<file path="config.mk">
export PLATFORM = sky130hd
export DESIGN_NAME = telemetry_command_frame_parser
export DESIGN_NICKNAME = d
export VERILOG_FILES = /design/src/hw/rtl/tcfp_pkg.sv /design/src/hw/rtl/telemetry_command_frame_parser.sv /design/src/hw/rtl/tcfp_front.sv /design/src/hw/rtl/tcfp_queue.sv /design/src/hw/rtl/tcfp_back.sv
export SDC_FILE = /design/constraint.sdc
export NUM_CORES = 1
export LEC_CHECK = 0
export BUFFER_PORTS_ARGS = -buffer_cell sky130_fd_sc_hd__buf_4
export CORE_UTILIZATION = 64
export CTS_BUF_LIST = sky130_fd_sc_hd__clkbuf_16
export DETAILED_ROUTE_END_ITERATION = 12
export GPL_ROUTABILITY_DRIVEN = 1
export PLACE_DENSITY = 0.8
export SYNTH_ARGS = -nofsm -noshare
export SYNTH_HDL_FRONTEND = slang
export SYNTH_SLANG_ARGS = --single-unit
</file>
<file path="constraint.sdc">
create_clock -name clk -period 18.4 [get_ports clk]
set_clock_uncertainty 0.15 [all_clocks]
set_input_delay 0.92 -clock clk [delete_from_list [all_inputs] [get_ports clk]]
set_output_delay 0.92 -clock clk [all_outputs]
set_load 0.02 [all_outputs]
</file>
<file path="src/hw/rtl/tcfp_pkg.sv">
// ----------------------------------------------------------------------------
// tcfp_pkg
// Shared constants and the frame record type of the telemetry command parser.
// ----------------------------------------------------------------------------
package tcfp_pkg;

  localparam logic [7:0] CFG_MARK    = 8'h55;
  localparam logic [7:0] DOUT_MARK_A = 8'hAA;
  localparam logic [7:0] DOUT_MARK_B = 8'h4F;

  localparam int unsigned CFG_LEN   = 15;
  localparam int unsigned CFG_CNT_W = $clog2(CFG_LEN + 1);
  localparam int unsigned SUM_W     = 16;

  localparam int unsigned QUEUE_DEPTH = 2;

  localparam logic KIND_CONFIG = 1'b0;
  localparam logic KIND_DOUT   = 1'b1;

  typedef struct packed {
    logic        frame_kind;
    logic [1:0]  accel_gyro_rate;
    logic [3:0]  analog_power;
    logic [7:0]  analog_rate;
    logic [31:0] daq_power_nibbles;
    logic [31:0] daq_types_low;
    logic [31:0] daq_types_high;
    logic [7:0]  dout_power;
    logic [7:0]  dout_state;
    logic        checksum_ok;
    logic        first_config;
  } frame_rec_t;

endpackage

</file>
<file path="src/hw/rtl/telemetry_command_frame_parser.sv">
// ----------------------------------------------------------------------------
// telemetry_command_frame_parser
// Parses configuration and digital-output command frames from a byte stream.
// ----------------------------------------------------------------------------
// takes one received byte per clock while in_stall is low; the parser decides
// each byte in the cycle it is taken, so a byte stream runs at one word per
// cycle. a good frame lands in a short record queue on its last byte and then
// in the result register. in_stall rises only when the record queue is full,
// which happens only while out_stall holds results back. a configuration
// frame is 0x55 0x55, fifteen data bytes and a big-endian 16-bit sum; a
// digital-output frame is two marks of 0xaa or 0x4f, a power byte and a state
// byte. with checksum checking enabled, configuration frames whose sum does
// not match are dropped. cfg_ready is always high.
module telemetry_command_frame_parser #(
  parameter int unsigned QUEUE_DEPTH = tcfp_pkg::QUEUE_DEPTH
) (
  input  logic        clk,
  input  logic        rst_n,

  input  logic        in_valid,
  output logic        in_stall,
  input  logic [7:0]  in_rx_byte,

  output logic        out_valid,
  input  logic        out_stall,
  output logic        out_frame_kind,
  output logic [1:0]  out_accel_gyro_rate,
  output logic [3:0]  out_analog_power,
  output logic [7:0]  out_analog_rate,
  output logic [31:0] out_daq_power_nibbles,
  output logic [31:0] out_daq_types_low,
  output logic [31:0] out_daq_types_high,
  output logic [7:0]  out_dout_power,
  output logic [7:0]  out_dout_state,
  output logic        out_checksum_ok,
  output logic        out_first_config,

  input  logic        cfg_valid,
  output logic        cfg_ready,
  input  logic        cfg_checksum_check_enable
);

  logic                 check_enable_r;
  logic                 q_full;
  logic                 q_not_empty;
  logic                 q_pop;
  logic                 push;
  tcfp_pkg::frame_rec_t push_rec;
  tcfp_pkg::frame_rec_t head_rec;
  tcfp_pkg::frame_rec_t out_rec;

  assign cfg_ready = 1'b1;

  always_ff @(posedge clk) begin
    if (!rst_n) begin
      check_enable_r <= 1'b0;
    end else if (cfg_valid && cfg_ready) begin
      check_enable_r <= cfg_checksum_check_enable;
    end
  end

  tcfp_front u_front (
    .clk          (clk),
    .rst_n        (rst_n),
    .in_valid     (in_valid),
    .in_rx_byte   (in_rx_byte),
    .q_full       (q_full),
    .check_enable (check_enable_r),
    .in_stall     (in_stall),
    .push         (push),
    .push_rec     (push_rec)
  );

  tcfp_queue #(
    .DEPTH (QUEUE_DEPTH)
  ) u_queue (
    .clk       (clk),
    .rst_n     (rst_n),
    .push      (push),
    .push_rec  (push_rec),
    .pop       (q_pop),
    .full      (q_full),
    .not_empty (q_not_empty),
    .head_rec  (head_rec)
  );

  tcfp_back u_back (
    .clk         (clk),
    .rst_n       (rst_n),
    .q_not_empty (q_not_empty),
    .q_head_rec  (head_rec),
    .out_stall   (out_stall),
    .q_pop       (q_pop),
    .out_valid   (out_valid),
    .out_rec     (out_rec)
  );

  assign out_frame_kind        = out_rec.frame_kind;
  assign out_accel_gyro_rate   = out_rec.accel_gyro_rate;
  assign out_analog_power      = out_rec.analog_power;
  assign out_analog_rate       = out_rec.analog_rate;
  assign out_daq_power_nibbles = out_rec.daq_power_nibbles;
  assign out_daq_types_low     = out_rec.daq_types_low;
  assign out_daq_types_high    = out_rec.daq_types_high;
  assign out_dout_power        = out_rec.dout_power;
  assign out_dout_state        = out_rec.dout_state;
  assign out_checksum_ok       = out_rec.checksum_ok;
  assign out_first_config      = out_rec.first_config;

endmodule

</file>
<file path="src/hw/rtl/tcfp_front.sv">
// ----------------------------------------------------------------------------
// tcfp_front
// Byte parser: tracks framing, stores configuration data, keeps the running
// sum and emits one frame record per good frame.
// ----------------------------------------------------------------------------
module tcfp_front (
  input  logic                clk,
  input  logic                rst_n,
  input  logic                in_valid,
  input  logic [7:0]          in_rx_byte,
  input  logic                q_full,
  input  logic                check_enable,
  output logic                in_stall,
  output logic                push,
  output tcfp_pkg::frame_rec_t push_rec
);

  typedef enum logic [2:0] {
    PH_IDLE,
    PH_CFG_PRE2,
    PH_CFG_DATA,
    PH_CFG_CKH,
    PH_CFG_CKL,
    PH_DO_PRE2,
    PH_DO_PWR,
    PH_DO_ST
  } phase_t;

  phase_t                           phase_r, phase_nxt;
  logic [tcfp_pkg::CFG_CNT_W-1:0]   cnt_r, cnt_nxt;
  logic [tcfp_pkg::SUM_W-1:0]       sum_r, sum_nxt;
  logic [7:0]                       data_r [tcfp_pkg::CFG_LEN];
  logic [7:0]                       ck_high_r;
  logic [7:0]                       pwr_hold_r;
  logic                             seen_r, seen_nxt;
  logic                             accept;
  logic                             is_dout;
  logic                             sum_ok;
  logic                             data_wr;

  assign in_stall = q_full;
  assign accept   = in_valid && !q_full;
  assign is_dout  = (in_rx_byte == tcfp_pkg::DOUT_MARK_A) ||
                    (in_rx_byte == tcfp_pkg::DOUT_MARK_B);
  assign sum_ok   = ({ck_high_r, in_rx_byte} == sum_r);

  always_comb begin
    phase_nxt = phase_r;
    cnt_nxt   = cnt_r;
    sum_nxt   = sum_r;
    seen_nxt  = seen_r;
    data_wr   = 1'b0;
    push      = 1'b0;
    push_rec  = '0;
    if (accept) begin
      unique case (phase_r)
        PH_IDLE: begin
          if (in_rx_byte == tcfp_pkg::CFG_MARK) begin
            phase_nxt = PH_CFG_PRE2;
          end else if (is_dout) begin
            phase_nxt = PH_DO_PRE2;
          end
        end
        PH_CFG_PRE2: begin
          if (in_rx_byte == tcfp_pkg::CFG_MARK) begin
            phase_nxt = PH_CFG_DATA;
            cnt_nxt   = '0;
            sum_nxt   = '0;
          end else begin
            phase_nxt = PH_IDLE;
          end
        end
        PH_CFG_DATA: begin
          data_wr = 1'b1;
          sum_nxt = sum_r + tcfp_pkg::SUM_W'(in_rx_byte);
          cnt_nxt = cnt_r + 1'b1;
          if (cnt_r == tcfp_pkg::CFG_CNT_W'(tcfp_pkg::CFG_LEN - 1)) begin
            phase_nxt = PH_CFG_CKH;
          end
        end
        PH_CFG_CKH: begin
          phase_nxt = PH_CFG_CKL;
        end
        PH_CFG_CKL: begin
          phase_nxt = PH_IDLE;
          cnt_nxt   = '0;
          if (!check_enable || sum_ok) begin
            push                       = 1'b1;
            push_rec.frame_kind        = tcfp_pkg::KIND_CONFIG;
            push_rec.accel_gyro_rate   = data_r[0][1:0];
            push_rec.analog_power      = data_r[1][3:0];
            push_rec.analog_rate       = data_r[2];
            push_rec.daq_power_nibbles = {data_r[6], data_r[5], data_r[4], data_r[3]};
            push_rec.daq_types_low     = {data_r[10], data_r[9], data_r[8], data_r[7]};
            push_rec.daq_types_high    = {data_r[14], data_r[13], data_r[12], data_r[11]};
            push_rec.checksum_ok       = sum_ok;
            push_rec.first_config      = !seen_r;
            seen_nxt                   = 1'b1;
          end
        end
        PH_DO_PRE2: begin
          phase_nxt = is_dout ? PH_DO_PWR : PH_IDLE;
        end
        PH_DO_PWR: begin
          phase_nxt = PH_DO_ST;
        end
        PH_DO_ST: begin
          phase_nxt           = PH_IDLE;
          push                = 1'b1;
          push_rec.frame_kind = tcfp_pkg::KIND_DOUT;
          push_rec.dout_power = pwr_hold_r;
          push_rec.dout_state = in_rx_byte;
        end
        default: begin
          phase_nxt = PH_IDLE;
        end
      endcase
    end
  end

  always_ff @(posedge clk) begin
    if (!rst_n) begin
      phase_r <= PH_IDLE;
      cnt_r   <= '0;
      sum_r   <= '0;
      seen_r  <= 1'b0;
    end else begin
      phase_r <= phase_nxt;
      cnt_r   <= cnt_nxt;
      sum_r   <= sum_nxt;
      seen_r  <= seen_nxt;
    end
  end

  // payload storage, no reset
  always_ff @(posedge clk) begin
    if (data_wr) begin
      data_r[cnt_r] <= in_rx_byte;
    end
    if (accept && (phase_r == PH_CFG_CKH)) begin
      ck_high_r <= in_rx_byte;
    end
    if (accept && (phase_r == PH_DO_PWR)) begin
      pwr_hold_r <= in_rx_byte;
    end
  end

endmodule

</file>
<file path="src/hw/rtl/tcfp_queue.sv">
// ----------------------------------------------------------------------------
// tcfp_queue
// Short first-in first-out queue of frame records between parser and output.
// ----------------------------------------------------------------------------
module tcfp_queue #(
  parameter int unsigned DEPTH = tcfp_pkg::QUEUE_DEPTH
) (
  input  logic                 clk,
  input  logic                 rst_n,
  input  logic                 push,
  input  tcfp_pkg::frame_rec_t push_rec,
  input  logic                 pop,
  output logic                 full,
  output logic                 not_empty,
  output tcfp_pkg::frame_rec_t head_rec
);

  localparam int unsigned PTR_W = (DEPTH > 1) ? $clog2(DEPTH) : 1;
  localparam int unsigned CNT_W = $clog2(DEPTH + 1);

  tcfp_pkg::frame_rec_t entry_r [DEPTH];
  logic [PTR_W-1:0]     wr_ptr_r, wr_ptr_nxt;
  logic [PTR_W-1:0]     rd_ptr_r, rd_ptr_nxt;
  logic [CNT_W-1:0]     cnt_r, cnt_nxt;
  logic                 do_push;
  logic                 do_pop;

  assign full      = (cnt_r == CNT_W'(DEPTH));
  assign not_empty = (cnt_r != '0);
  assign do_push   = push && !full;
  assign do_pop    = pop && not_empty;
  assign head_rec  = entry_r[rd_ptr_r];

  always_comb begin
    wr_ptr_nxt = wr_ptr_r;
    rd_ptr_nxt = rd_ptr_r;
    cnt_nxt    = cnt_r;
    if (do_push) begin
      wr_ptr_nxt = (wr_ptr_r == PTR_W'(DEPTH - 1)) ? '0 : wr_ptr_r + 1'b1;
    end
    if (do_pop) begin
      rd_ptr_nxt = (rd_ptr_r == PTR_W'(DEPTH - 1)) ? '0 : rd_ptr_r + 1'b1;
    end
    case ({do_push, do_pop})
      2'b10:   cnt_nxt = cnt_r + 1'b1;
      2'b01:   cnt_nxt = cnt_r - 1'b1;
      default: cnt_nxt = cnt_r;
    endcase
  end

  always_ff @(posedge clk) begin
    if (!rst_n) begin
      wr_ptr_r <= '0;
      rd_ptr_r <= '0;
      cnt_r    <= '0;
    end else begin
      wr_ptr_r <= wr_ptr_nxt;
      rd_ptr_r <= rd_ptr_nxt;
      cnt_r    <= cnt_nxt;
    end
  end

  always_ff @(posedge clk) begin
    if (do_push) begin
      entry_r[wr_ptr_r] <= push_rec;
    end
  end

endmodule

</file>
<file path="src/hw/rtl/tcfp_back.sv">
// ----------------------------------------------------------------------------
// tcfp_back
// Output stage: moves frame records from the queue into the result register
// and holds them until the downstream side takes the word.
// ----------------------------------------------------------------------------
module tcfp_back (
  input  logic                 clk,
  input  logic                 rst_n,
  input  logic                 q_not_empty,
  input  tcfp_pkg::frame_rec_t q_head_rec,
  input  logic                 out_stall,
  output logic                 q_pop,
  output logic                 out_valid,
  output tcfp_pkg::frame_rec_t out_rec
);

  logic                 valid_r;
  tcfp_pkg::frame_rec_t rec_r;

  assign q_pop     = q_not_empty && (!valid_r || !out_stall);
  assign out_valid = valid_r;
  assign out_rec   = rec_r;

  always_ff @(posedge clk) begin
    if (!rst_n) begin
      valid_r <= 1'b0;
    end else if (!valid_r || !out_stall) begin
      valid_r <= q_not_empty;
    end
  end

  always_ff @(posedge clk) begin
    if (q_pop) begin
      rec_r <= q_head_rec;
    end
  end

endmodule

</file>
Word level (Yosys, flattened, before mapping)
Memory sizes are Yosys's and may differ from the RTL's. A register that Yosys moved wholly into a read port is not among the register bits.
Cells that the tools add are included.
{ "word_totals": {"in_bits": 14, "mem_count": 2, "regBits": 46, "elab_cells": 90, "ram_bits": 378} }
{ "memory_table": {"columns": ["memory", "depth", "width", "rd", "rd_clocked_by_memory_dff", "write_ports", "line_no", "rtl"], "rows": [
  ["u_queue.entry_r", 2, 129, 1, 1, 1, "tcfp_queue.sv:21", "tcfp_pkg::frame_rec_t entry_r [DEPTH];"],
  ["u_front.data_r", 15, 8, 15, 0, 1, "tcfp_front.sv:32", "logic [7:0] data_r [tcfp_pkg::CFG_LEN];"]
]} }
{ "op_classes": {"reduce_logical": 24, "mux": 29, "n_eq_ne": 18, "n_addsub": 6} }
{ "ops": {"columns": ["cell", "count"], "rows": [
  ["110-bit 2-to-1 mux", 2],
  ["129-bit 2-to-1 mux", 1],
  ["16-bit 2-to-1 mux", 2],
  ["16-bit case mux with 2 select lines", 1],
  ["3-bit case mux with 7 select lines", 1],
  ["16-bit by 8-bit adder with 16-bit output", 1],
  ["16-bit equality test", 1],
  ["8-bit by 7-bit equality test with 1-bit output (second input constant)", 2],
  ["3-bit equality test (second input constant)", 4],
  ["3-bit 2-to-1 mux", 4],
  ["4-bit case mux with 3 select lines", 1],
  ["3-bit AND reduction", 4],
  ["1-bit 2-to-1 mux", 10],
  ["8-bit equality test (second input constant)", 1],
  ["3-bit by 2-bit equality test with 1-bit output (second input constant)", 2],
  ["1-bit logical AND", 6],
  ["2-bit 2-to-1 mux", 3],
  ["2-bit nonzero test", 3],
  ["1-bit zero test", 5],
  ["4-bit by 1-bit adder with 4-bit output (second input constant)", 1],
  ["2-bit equality test (second input constant)", 2],
  ["4-bit equality test (second input constant)", 1],
  ["4-bit 2-to-1 mux", 1],
  ["2-bit by 1-bit inequality test with 1-bit output (second input constant)", 2],
  ["12 further kinds", 16]
]} }

Longest topological paths before layout
Gate-level depths: netlist of the first run.
{ "depth": {"word_depth": 8, "depth_mapped": 11, "depth_no_buf": 10} }

Cells and area by module
Synthesis of the first run repeated with hierarchy kept, for this count alone.
{ "unflattened": {"cells_unflattened": 1083, "area_unflattened_um2": 20043.0} }
{ "modules_own_cells": {"columns": ["module", "n_inst", "area_per_inst_um2", "seq_area_each_um2", "cells_per_inst"], "rows": [
  ["tcfp_queue", 1, 9511.6, 7847.5, 427],
  ["tcfp_front", 1, 6571.3, 4264.1, 518],
  ["tcfp_back", 1, 3912.5, 3893.7, 133],
  ["telemetry_command_frame_parser", 1, 47.5, 20.0, 5]
]} }

Worst setup path after synthesis of the first run
OpenSTA, ideal clock, no wires.
{ "synth_path": {"path_type": "in2reg", "from": "in out_stall", "to": "reg u_queue.cnt_r[1]", "slack_ns": 9.412, "path_buffers": 0, "path_stages": 4, "t_arrival_ns": 8.765, "setup_ns": 0.072, "cell_sequence": "a21oi_1 > ha_1 > or3_1 > a21oi_1"} }
{ "synth_via": {"elab_chain_len": 6, "word_cells_on_any_way": 8, "cone_classes": "2 x eq/ne; 1 x mux; 5 x reduce/logical"} }
{ "synth_rtl": {"columns": ["item", "line_no", "rtl"], "rows": [
  ["start: declaration", "telemetry_command_frame_parser.sv:25", "input logic out_stall,"],
  ["1-bit zero test (*)", "tcfp_back.sv:20", "assign q_pop = q_not_empty && (!valid_r || !out_stall);"],
  ["1-bit logical OR (*)", "tcfp_back.sv:20", null],
  ["1-bit logical AND (*)", "tcfp_back.sv:20", null],
  ["1-bit logical AND (*)", "tcfp_queue.sv:31", "assign do_pop = pop && not_empty;"],
  ["2-bit by 1-bit equality test with 1-bit output / 2-bit equality test (equally long branches)", "tcfp_queue.sv:44", "case ({do_push, do_pop})"],
  ["2-bit case mux with 2 select lines / 2-bit nonzero test (equally long branches)", null, null],
  ["end signal: assignment", "tcfp_queue.sv:59", "cnt_r <= cnt_nxt;"],
  ["end: declaration", "tcfp_queue.sv:24", "logic [CNT_W-1:0] cnt_r, cnt_nxt;"]
]} }
Every way passes the cells marked *; elsewhere a longest branch is shown, timed or not.
A chain may end at the register's enable or synchronous reset.

Final worst setup path of the first run
{ "layout_path": {"from": "in in_rx_byte[5]", "to": "mem u_queue.entry_r[1][21] in the netlist's numbering, enable pin"} }
{ "layout_via": {"elab_chain_len": 8} }
{ "layout_rtl": {"columns": ["item", "line_no", "rtl"], "rows": [
  ["start: declaration", "telemetry_command_frame_parser.sv:22", "input logic [7:0] in_rx_byte,"],
  ["16-bit equality test", "tcfp_front.sv:45", "assign sum_ok = ({ck_high_r, in_rx_byte} == sum_r);"],
  ["1-bit logical OR", "tcfp_front.sv:87", "if (!check_enable || sum_ok) begin"],
  ["1-bit 2-to-1 mux", "tcfp_front.sv:87", null],
  ["1-bit case mux with 2 select lines", "tcfp_front.sv:56", "unique case (phase_r)"],
  ["1-bit 2-to-1 mux", "tcfp_front.sv:55", "if (accept) begin"],
  ["1-bit logical AND", "tcfp_queue.sv:30", "assign do_push = push && !full;"],
  ["1-bit 2-to-1 mux", "tcfp_queue.sv:64", "if (do_push) begin"],
  ["1-bit 2-to-1 mux (not written as such)", "tcfp_queue.sv:65", "entry_r[wr_ptr_r] <= push_rec;"],
  ["end: declaration", "tcfp_queue.sv:21", null]
]} }
Every way passes these cells.

==> results of run 1 <==
-- cells in the final DEF (no fill, tap or decap), types with 5 or more instances in the layout --
cell       count
or3_1          6
nand3_1       12
edfxtp_1     513
inv_1         23
clkbuf_16     52
a21oi_1       20
mux2_2       130
or4_1          5
xor2_1        12
ha_1          13
and2_1       127
nand2_1       21
dfxtp_1       29
nand2b_1       8
clkinv_2       6
a22oi_1        6
o31ai_1        5
nor3_1         9
buf_4        153
bufinv_16      5
nor2_1        35
o21ai_0       12
clkinv_1      12
-- metal layers --
layer / wire length [µm] / share of wire (%) / global-route usage [%] / vias up
li1: - / - / - / 4396
met1: 14100 / 41 / 28.8 / 4740
met2: 18100 / 52 / 37.8 / 261
met3: 1600 / 4.6 / 3.22 / 63
met4: 769 / 2.2 / 6.71 / 0
met5: 0 / 0 / 0 / -
-- area by class of cell --
type	instances	area, µm²
Timing Repair Buffer	153	1150
Clock inverter	40	310
Clock buffer	52	1300
Sequential cell	543	16000
Multi-Input combinational cell	473	3680
Inverter	9	33.8
Fill cell	1698	7610
Tap cell	396	495
-- through the flow --
step | hold slack (ns) | setup WS, ns
2_1_floorplan | 0.291 | 9.41
3_3_place_gp | 0.301 | 12.47
3_5_place_dp | 0.318 | 12.47
4_1_cts | 0.331 | 13.04
5_1_grt | 0.355 | 12.78
6_report | 0.329 | 13.06
-- worst reg2reg max path, cell delays in order, from the launching register on --
cell and delay (ns):
dfxtp_1 0.32, ha_1 0.34, or4_1 0.56, nor4_2 0.30, nand3_1 0.19, a21oi_4 0.18
buf_4 0.72, o21a_4 0.70, buf_4 0.96
-- kinds of logic (layout without fill, tap and decap cells) --
logic type | Yosys count | in the layout | share of synthesized area [%]
buf+inv | 47 | 254 | 1.10
xor+xnor | 16 | 16 | 0.705
simple gates | 239 | 239 | 6.86
fa+ha+maj | 14 | 14 | 0.919
compound gates | 72 | 72 | 2.44
flops | 543 | 543 | 80.5
other cells | 1 | 1 | 0.0189
mux | 131 | 131 | 7.42
-- flip-flops by register name, indices dropped and copies added, names as in the netlist --
signal / cells
u_front.ck_high_r: 8
check_enable_r: 1
u_front.cnt_r: 4
u_back.out_rec: 129
u_queue.entry_r: 258
u_queue.rd_ptr_r: 1
u_back.out_valid: 1
u_front.sum_r: 16
u_front.data_r: 110
u_front.pwr_hold_r: 8
u_front.seen_r: 1
u_queue.cnt_r: 2
u_queue.wr_ptr_r: 1
u_front.phase_r: 3
-- report_power, final --
| part | internal (mW) | switching [mW] |
|---|---|---|
| clock network | 0.580 | 0.418 |
| logic | 0.117 | 0.186 |
| registers | 1.44 | 0.0429 |
-- how the worst max path moves through the flow --
stage                       start                      end  slack, ns
finish              in_rx_byte[5]   u_queue.entry_r[1][21]      13.06
global route        in_rx_byte[5]   u_queue.entry_r[1][21]      12.78
CTS                 in_rx_byte[5]   u_queue.entry_r[1][20]      13.04
detailed placement  in_rx_byte[5]  u_queue.entry_r[1][100]      12.47
global placement    in_rx_byte[5]   u_queue.entry_r[0][74]      12.47
floorplan               out_stall         u_queue.cnt_r[1]       9.41
==> impl_metrics.json, run 1 <==
{
  "num_vias": 9460,
  "wl_per_cell_um": 20.8,
  "ctsRootBufferMaster": "clkbuf_16",
  "finalSetupViolations": 0,
  "critPathSlowestCell": "buf_4",
  "tns_ns": 0,
  "startpoint_type": "input port",
  "synthesis.area_um2": 19900,
  "p_leak_nw": 8.41,
  "hp-class": "flip-flop to flip-flop",
  "nets": 1259,
  "end_kind": "flip-flop",
  "reg2reg_depth": 8,
  "yosysSeqAreaShare_pct": 80.5,
  "holdPathStages": 2,
  "h-tree-depth": 2,
  "worst-path-max-fanout": 116,
  "drtIter0Drc": 754,
  "path_depth": 9,
  "synth_seq_cells": 543,
  "r2r_slack_ns": 13.47,
  "stdcell_area_um2": 23000,
  "antenna_found_initial": 0,
  "clock_sinks": 543,
  "rsz0062_at_grt": "no",
  "status": "finished clean",
  "timing.rr.start": "u_front.sum_r[2]",
  "hp-start": "u_front.sum_r[6]",
  "synth_top_area_share_pct": 77.5,
  "hold_viol": 0,
  "tightest_slew_ns": 1.20,
  "cts_resized": 0,
  "dieArea_um2": 31800,
  "grt_pass1_vias": 9144,
  "synth_top_cell_by_area": "edfxtp_1",
  "io_pins": 146,
  "routabilityCongestion": 0.825,
  "holdPathEnd": "u_front.sum_r[6]",
  "hold_buffers": 0,
  "finalPower_mw": 2.78,
  "ys_warn_count": 0,
  "min_period_ns": 5.34,
  "post-cts-setup-buffers": 0,
  "syn_nets": 1091,
  "clk_pin_slew_worst_paths_ns": 0.06,
  "yosysMostFrequentCell": "edfxtp_1",
  "ys_types": 56,
  "start_util_pct": 65.0,
  "cpMostUsedCell": "buf_4",
  "grt_max_degree": 117,
  "antenna_cells": 0,
  "grt_util_all_layers_pct": 21.8,
  "pwr_density_cell_nw_per_um2": 121,
  "dpl.cell_count": 1574,
  "reg2reg_to": "u_queue.entry_r[1][21]",
  "relSlewSlack_pct": 19.7,
  "ir_worst_vdd_mv": 0.0660,
  "synth_edf_count": 513,
  "fin_crit_sh_pct": 29.0,
  "required_ns": 18.42,
  "yosys-top-cells-count": "edfxtp_1, mux2_2, and2_1",
  "syn_avg_cell_area_um2": 18.7,
  "dpl_cell_area_um2": 21400,
  "crit_family": "buffers and inverters",
  "ctsLongestPathBuffers": 3,
  "chipHeight_um": 178,
  "drv_cap": 0,
  "crit_arrival_ns": 5.35,
  "synth-async-reset-ratio_pct": 0,
  "hpwl_um": 20100,
  "grt_first_pass_wirelength_um": 50800,
  "vias_per_cell": 5.68,
  "num_rows": 64,
  "drtPass1Iterations": 5,
  "slew_violations": 0,
  "ant_nets": 0,
  "synth_area_leaders": "edfxtp_1, mux2_2, and2_1",
  "synth_flop_cell": "edfxtp_1",
  "finalNonFillerCells": 1666,
  "grt-ovfl-total": 0,
  "core_area_um2": 30600,
  "cts_tree": "done",
  "max_freq_mhz": 187,
  "drive_above_1_share_pct": 28.1,
  "path_class": "input port to flip-flop",
  "area_growth_pct": 15.6,
  "crit_chain": "buf_4 -> ha_1 -> or4_1 -> nor4_2 -> nand3_1 -> a21oi_4 -> buf_4 -> o21a_4 -> buf_4",
  "post-route-util_pct": 75.1,
  "clk_latency_ns": 0.56,
  "cp_slowest_stage_delay_ns": 0.91,
  "port_buffers": 144,
  "synthCells": 1063,
  "wirelength_um": 34700,
  "numCtsBuffers": 51,
  "path_buf_inv": 3,
  "dieWidth_um": 178,
  "drc": 0
}
No activity file was read; power rests on OpenSTA's default activity.
==> inputs of run 2 (changes only) <==
CORE_UTILIZATION = 59   (was 64)
PLACE_DENSITY = 0.74   (was 0.8)
clock period = 5.4 ns   (was 18.4 ns; I/O delays follow)
==> impl_metrics.json, run 2 (synthesis gave the netlist of run 1 again) <==
{
  "cpMostUsedCell": "buf_4",
  "grt_first_pass_wirelength_um": 50800,
  "cp_slowest_stage_delay_ns": 0.56,
  "max_freq_mhz": 256,
  "num_rows": 66,
  "cts_resized": 0,
  "h-tree-depth": 2,
  "status": "finished clean",
  "worst_slack_ns": 1.49,
  "dpl_cell_area_um2": 21500,
  "tightest_slew_ns": 1.13,
  "drtPass1Iterations": 5,
  "hpwl_um": 18700,
  "grt_pass1_vias": 9064,
  "critPathSlowestCell": "or4_1",
  "crit_chain": "dlygate4sd3_1 -> buf_4 -> ha_1 -> or4_1 -> nor4_2 -> nand3_1 -> a21oi_4 -> o21a_4 -> buf_4",
  "required_ns": 5.45,
  "slew_violations": 0,
  "post-place-ws_ns": 1.51,
  "tns_ns": 0,
  "end_kind": "flip-flop",
  "grt_util_all_layers_pct": 19.7,
  "crit_arrival_ns": 3.96,
  "port_buffers": 144,
  "drc": 0,
  "io_pins": 146,
  "drtIter0Drc": 731,
  "routabilityCongestion": 0.805,
  "grt_max_degree": 132,
  "seq_area_um2": 16000,
  "hold_viol": 0,
  "dieArea_um2": 34400,
  "p_leak_nw": 8.45,
  "dieWidth_um": 186,
  "area_growth_pct": 16.7,
  "wl_per_cell_um": 19.5,
  "fin_crit_sh_pct": 72.4,
  "startpoint_type": "input port",
  "clock_sinks": 543,
  "fillers": 2046,
  "drive_above_1_share_pct": 28.3,
  "wirelength_um": 33800,
  "drv_cap": 0,
  "start_util_pct": 60.5,
  "antenna_found_initial": 0,
  "path_class": "input port to flip-flop",
  "nets": 1273,
  "clk_pin_slew_worst_paths_ns": 0.06,
  "ant_nets": 0,
  "ir_worst_vdd_mv": 0.622,
  "num_vias": 9462,
  "largest_reg_flops": 258,
  "final_cell_mix": "edfxtp_1, buf_4, mux2_2",
  "clk_latency_ns": 0.55,
  "grt-ovfl-total": 0,
  "relSlewSlack_pct": 24.1,
  "mostFrequentLayoutCell": "edfxtp_1",
  "rsz0062_at_grt": "no",
  "top_register": "u_queue.entry_r",
  "cts_tree": "done",
  "crit_family": "buffers and inverters",
  "worst-path-max-fanout": 35,
  "numCtsBuffers": 50,
  "chipHeight_um": 186,
  "path_buf_inv": 3,
  "vias_per_cell": 5.48,
  "stdcell_area_um2": 23200,
  "hp-class": "input port to flip-flop",
  "core_area_um2": 32900,
  "multiInputGateArea_um2": 3680,
  "finalSetupViolations": 0,
  "ctsRootBufferMaster": "clkbuf_16",
  "ctsLongestPathBuffers": 3,
  "antenna_cells": 0,
  "pwr_density_cell_nw_per_um2": 406,
  "finalPower_mw": 9.41,
  "min_period_ns": 3.91
}
-- run 2: through the flow --
stage / hold WS [ns] / utilization, % / cells
6_report: 0.0400 / 70.6 / 1727
3_5_place_dp: 0.308 / 65.5 / 1624
5_1_grt: 0.0147 / 70.6 / 1727
2_1_floorplan: 0.219 / - / 1063
4_1_cts: 0.000679 / 70.6 / 1727
3_3_place_gp: 0.300 / 65.5 / 1624
-- run 2: report_power, final --
group / internal [mW] / switching, mW
combinational: 0.415 / 0.654
sequential: 4.89 / 0.124
clock: 1.90 / 1.43
total: 7.21 / 2.21
-- run 2: layer usage --
| layer | global-route usage, % | wire, µm | up-vias |
|---|---|---|---|
| met3 | 2.99 | 1620 | 52 |
| met2 | 32.6 | 16600 | 286 |
| met1 | 27.5 | 14900 | 4706 |
| li1 | - | - | 4418 |
| met4 | 5.67 | 604 | 0 |
| met5 | 0 | 0 | - |
-- run 2: final cells by class --
class	instances	area share (%)
Timing Repair Buffer	168	5.83
Tap cell	442	2.38
Inverter	9	0.146
Sequential cell	543	69.0
Clock buffer	51	5.50
Multi-Input combinational cell	473	15.9
Clock inverter	41	1.25
-- run 2: path summary, 6_finish.rpt --
| check | from | to | slack, ns | cells past startpoint |
|---|---|---|---|---|
| worst max register to register | u_front.sum_r[5] | u_queue.entry_r[1][81] | 1.77 | 7 |
| worst max-delay path | in_rx_byte[5] | u_queue.entry_r[1][81] | 1.49 | 9 |
| worst min-delay path | in_rx_byte[0] | u_front.ck_high_r[0] | 0.04 | 1 |
| worst min register to register | u_front.seen_r | u_front.seen_r | 0.32 | 1 |
-- run 2: what timing repair did --
item,4_1_cts,5_1_grt
setup buffers,0,0
hold buffers,11,0
endpoints found under the hold margin,94,0
==> inputs of run 3 (changes only) <==
CORE_UTILIZATION = 54   (was 59)
PLACE_DENSITY = 0.72   (was 0.74)
clock period = 3.49 ns   (was 5.4 ns; I/O delays follow)
==> impl_metrics.json, run 3 (synthesis gave the netlist of run 1 again) <==
{
  "drc": 0,
  "nets": 1288,
  "clock_sinks": 543,
  "status": "finished clean",
  "antenna_found_initial": 1,
  "wl_per_cell_um": 20.5,
  "hpwl_um": 21200,
  "io_pins": 146,
  "chipHeight_um": 194,
  "dieWidth_um": 194,
  "mostFrequentLayoutCell": "edfxtp_1",
  "start_util_pct": 55.3,
  "startpoint_type": "flip-flop",
  "hp-class": "input port to flip-flop",
  "path_depth": 7,
  "path_buf_inv": 1,
  "clk_pin_slew_worst_paths_ns": 0.06,
  "num_rows": 69,
  "vias_per_cell": 5.43,
  "ctsRootBufferMaster": "clkbuf_16",
  "multiInputGateArea_um2": 3720,
  "hold-worst-slack_ns": 0.0302,
  "path_class": "flip-flop to flip-flop",
  "slew_violations": 0,
  "timing.rr.start": "u_front.sum_r[1]",
  "ir_worst_vdd_mv": 0.420,
  "grt_util_all_layers_pct": 19.4,
  "reg2reg_depth": 7,
  "final_cell_mix": "edfxtp_1, buf_4, mux2_2",
  "core_area_um2": 35900,
  "cts_tree": "done",
  "rsz0062_at_grt": "no",
  "fin_crit_sh_pct": 90.0,
  "end_kind": "flip-flop",
  "top_register": "u_queue.entry_r",
  "crit_arrival_ns": 3.24,
  "numCtsBuffers": 52,
  "post-route-util_pct": 65.3,
  "min_period_ns": 3.14,
  "drtIter0Drc": 738,
  "area_growth_pct": 18.0,
  "hold_viol": 0,
  "finalSetupViolations": 0,
  "grt-ovfl-total": 0,
  "largest_reg_flops": 258,
  "finalPower_mw": 14.8,
  "crit_path_start": "u_front.sum_r[1]",
  "relSlewSlack_pct": 25.0,
  "stdcell_area_um2": 23500,
  "finalNonFillerCells": 1765,
  "seq_area_um2": 16000,
  "drv_cap": 0,
  "reg2reg_to": "u_queue.entry_r[1][27]",
  "ant_nets": 0,
  "clk_latency_ns": 0.56,
  "tightest_slew_ns": 1.13,
  "num_vias": 9588,
  "dpl.cell_count": 1661,
  "worst-path-max-fanout": 38,
  "max_freq_mhz": 318,
  "fillers": 2416,
  "r2r_slack_ns": 0.35,
  "grt_pass1_vias": 9632,
  "routabilityCongestion": 0.808,
  "post-cts-setup-buffers": 0,
  "drtPass1Iterations": 6,
  "h-tree-depth": 2,
  "grt_max_degree": 84,
  "cp_slowest_stage_delay_ns": 0.55,
  "p_leak_nw": 8.59,
  "ctsLongestPathBuffers": 3,
  "drive_above_1_share_pct": 30.2,
  "dieArea_um2": 37600,
  "pwr_density_cell_nw_per_um2": 632,
  "wirelength_um": 36300,
  "port_buffers": 144,
  "critPathSlowestCell": "or4_1",
  "endpoint": "u_queue.entry_r[1][27]",
  "required_ns": 3.59,
  "grt_first_pass_wirelength_um": 55200,
  "crit_chain": "ha_1 -> or4_1 -> nor4_2 -> nand3_1 -> a21oi_4 -> o21a_4 -> buf_12",
  "antenna_cells": 0,
  "dpl_cell_area_um2": 21700,
  "crit_family": "simple AND/OR/NAND/NOR gates"
}
==> run 3: cell type report <==
cell class	instances	share of cell area [%]
clock inverters	44	1.31
well taps	461	2.46
multi-input cells	473	15.9
repair buffers	181	6.18
inverters	9	0.144
flip-flops and latches	543	68.3
clock buffers	54	5.76
==> run 3: report_power, final <==
group | total [mW] | internal, mW | switching (mW)
combinational | 1.71 | 0.648 | 1.06
clock | 5.35 | 3.09 | 2.26
sequential | 7.77 | 7.58 | 0.190
total | 14.8 | 11.3 | 3.51
==> run 3: per-stage QoR <==
stage / setup TNS [ns] / setup WS (ns)
global placement: 0 / 0.417
floorplan: -0.323 / -0.275
global route: 0 / 0.211
detailed placement: 0 / 0.376
CTS: 0 / 0.350
finish: 0 / 0.350
==> run 3: worst min path at each step <==
stage,depth (start not counted),to,startpoint,slack (ns)
floorplan,0,u_front.ck_high_r[0],in_rx_byte[0],0.12
global placement,3,check_enable_r,cfg_checksum_check_enable,0.26
detailed placement,3,check_enable_r,cfg_checksum_check_enable,0.28
CTS,2,u_front.data_r[6][4],in_rx_byte[4],0.006
global route,2,u_front.data_r[6][4],in_rx_byte[4],0.02
finish,2,u_front.data_r[6][4],in_rx_byte[4],0.03
==> run 3: repair_timing <==
action / 4_1_cts / 5_1_grt
hold buffers: 6 / 0
hold endpoints to repair: 17 / 0
gates resized for setup: 0 / 0
==> run 3: layer usage <==
metal	vias to the layer above	global-route usage, %	wire [µm]
met3	57	3.03	1810
met2	264	33.5	18400
li1	4467	-	-
met4	0	5.47	728
met5	-	0	0
met1	4800	25.7	15300
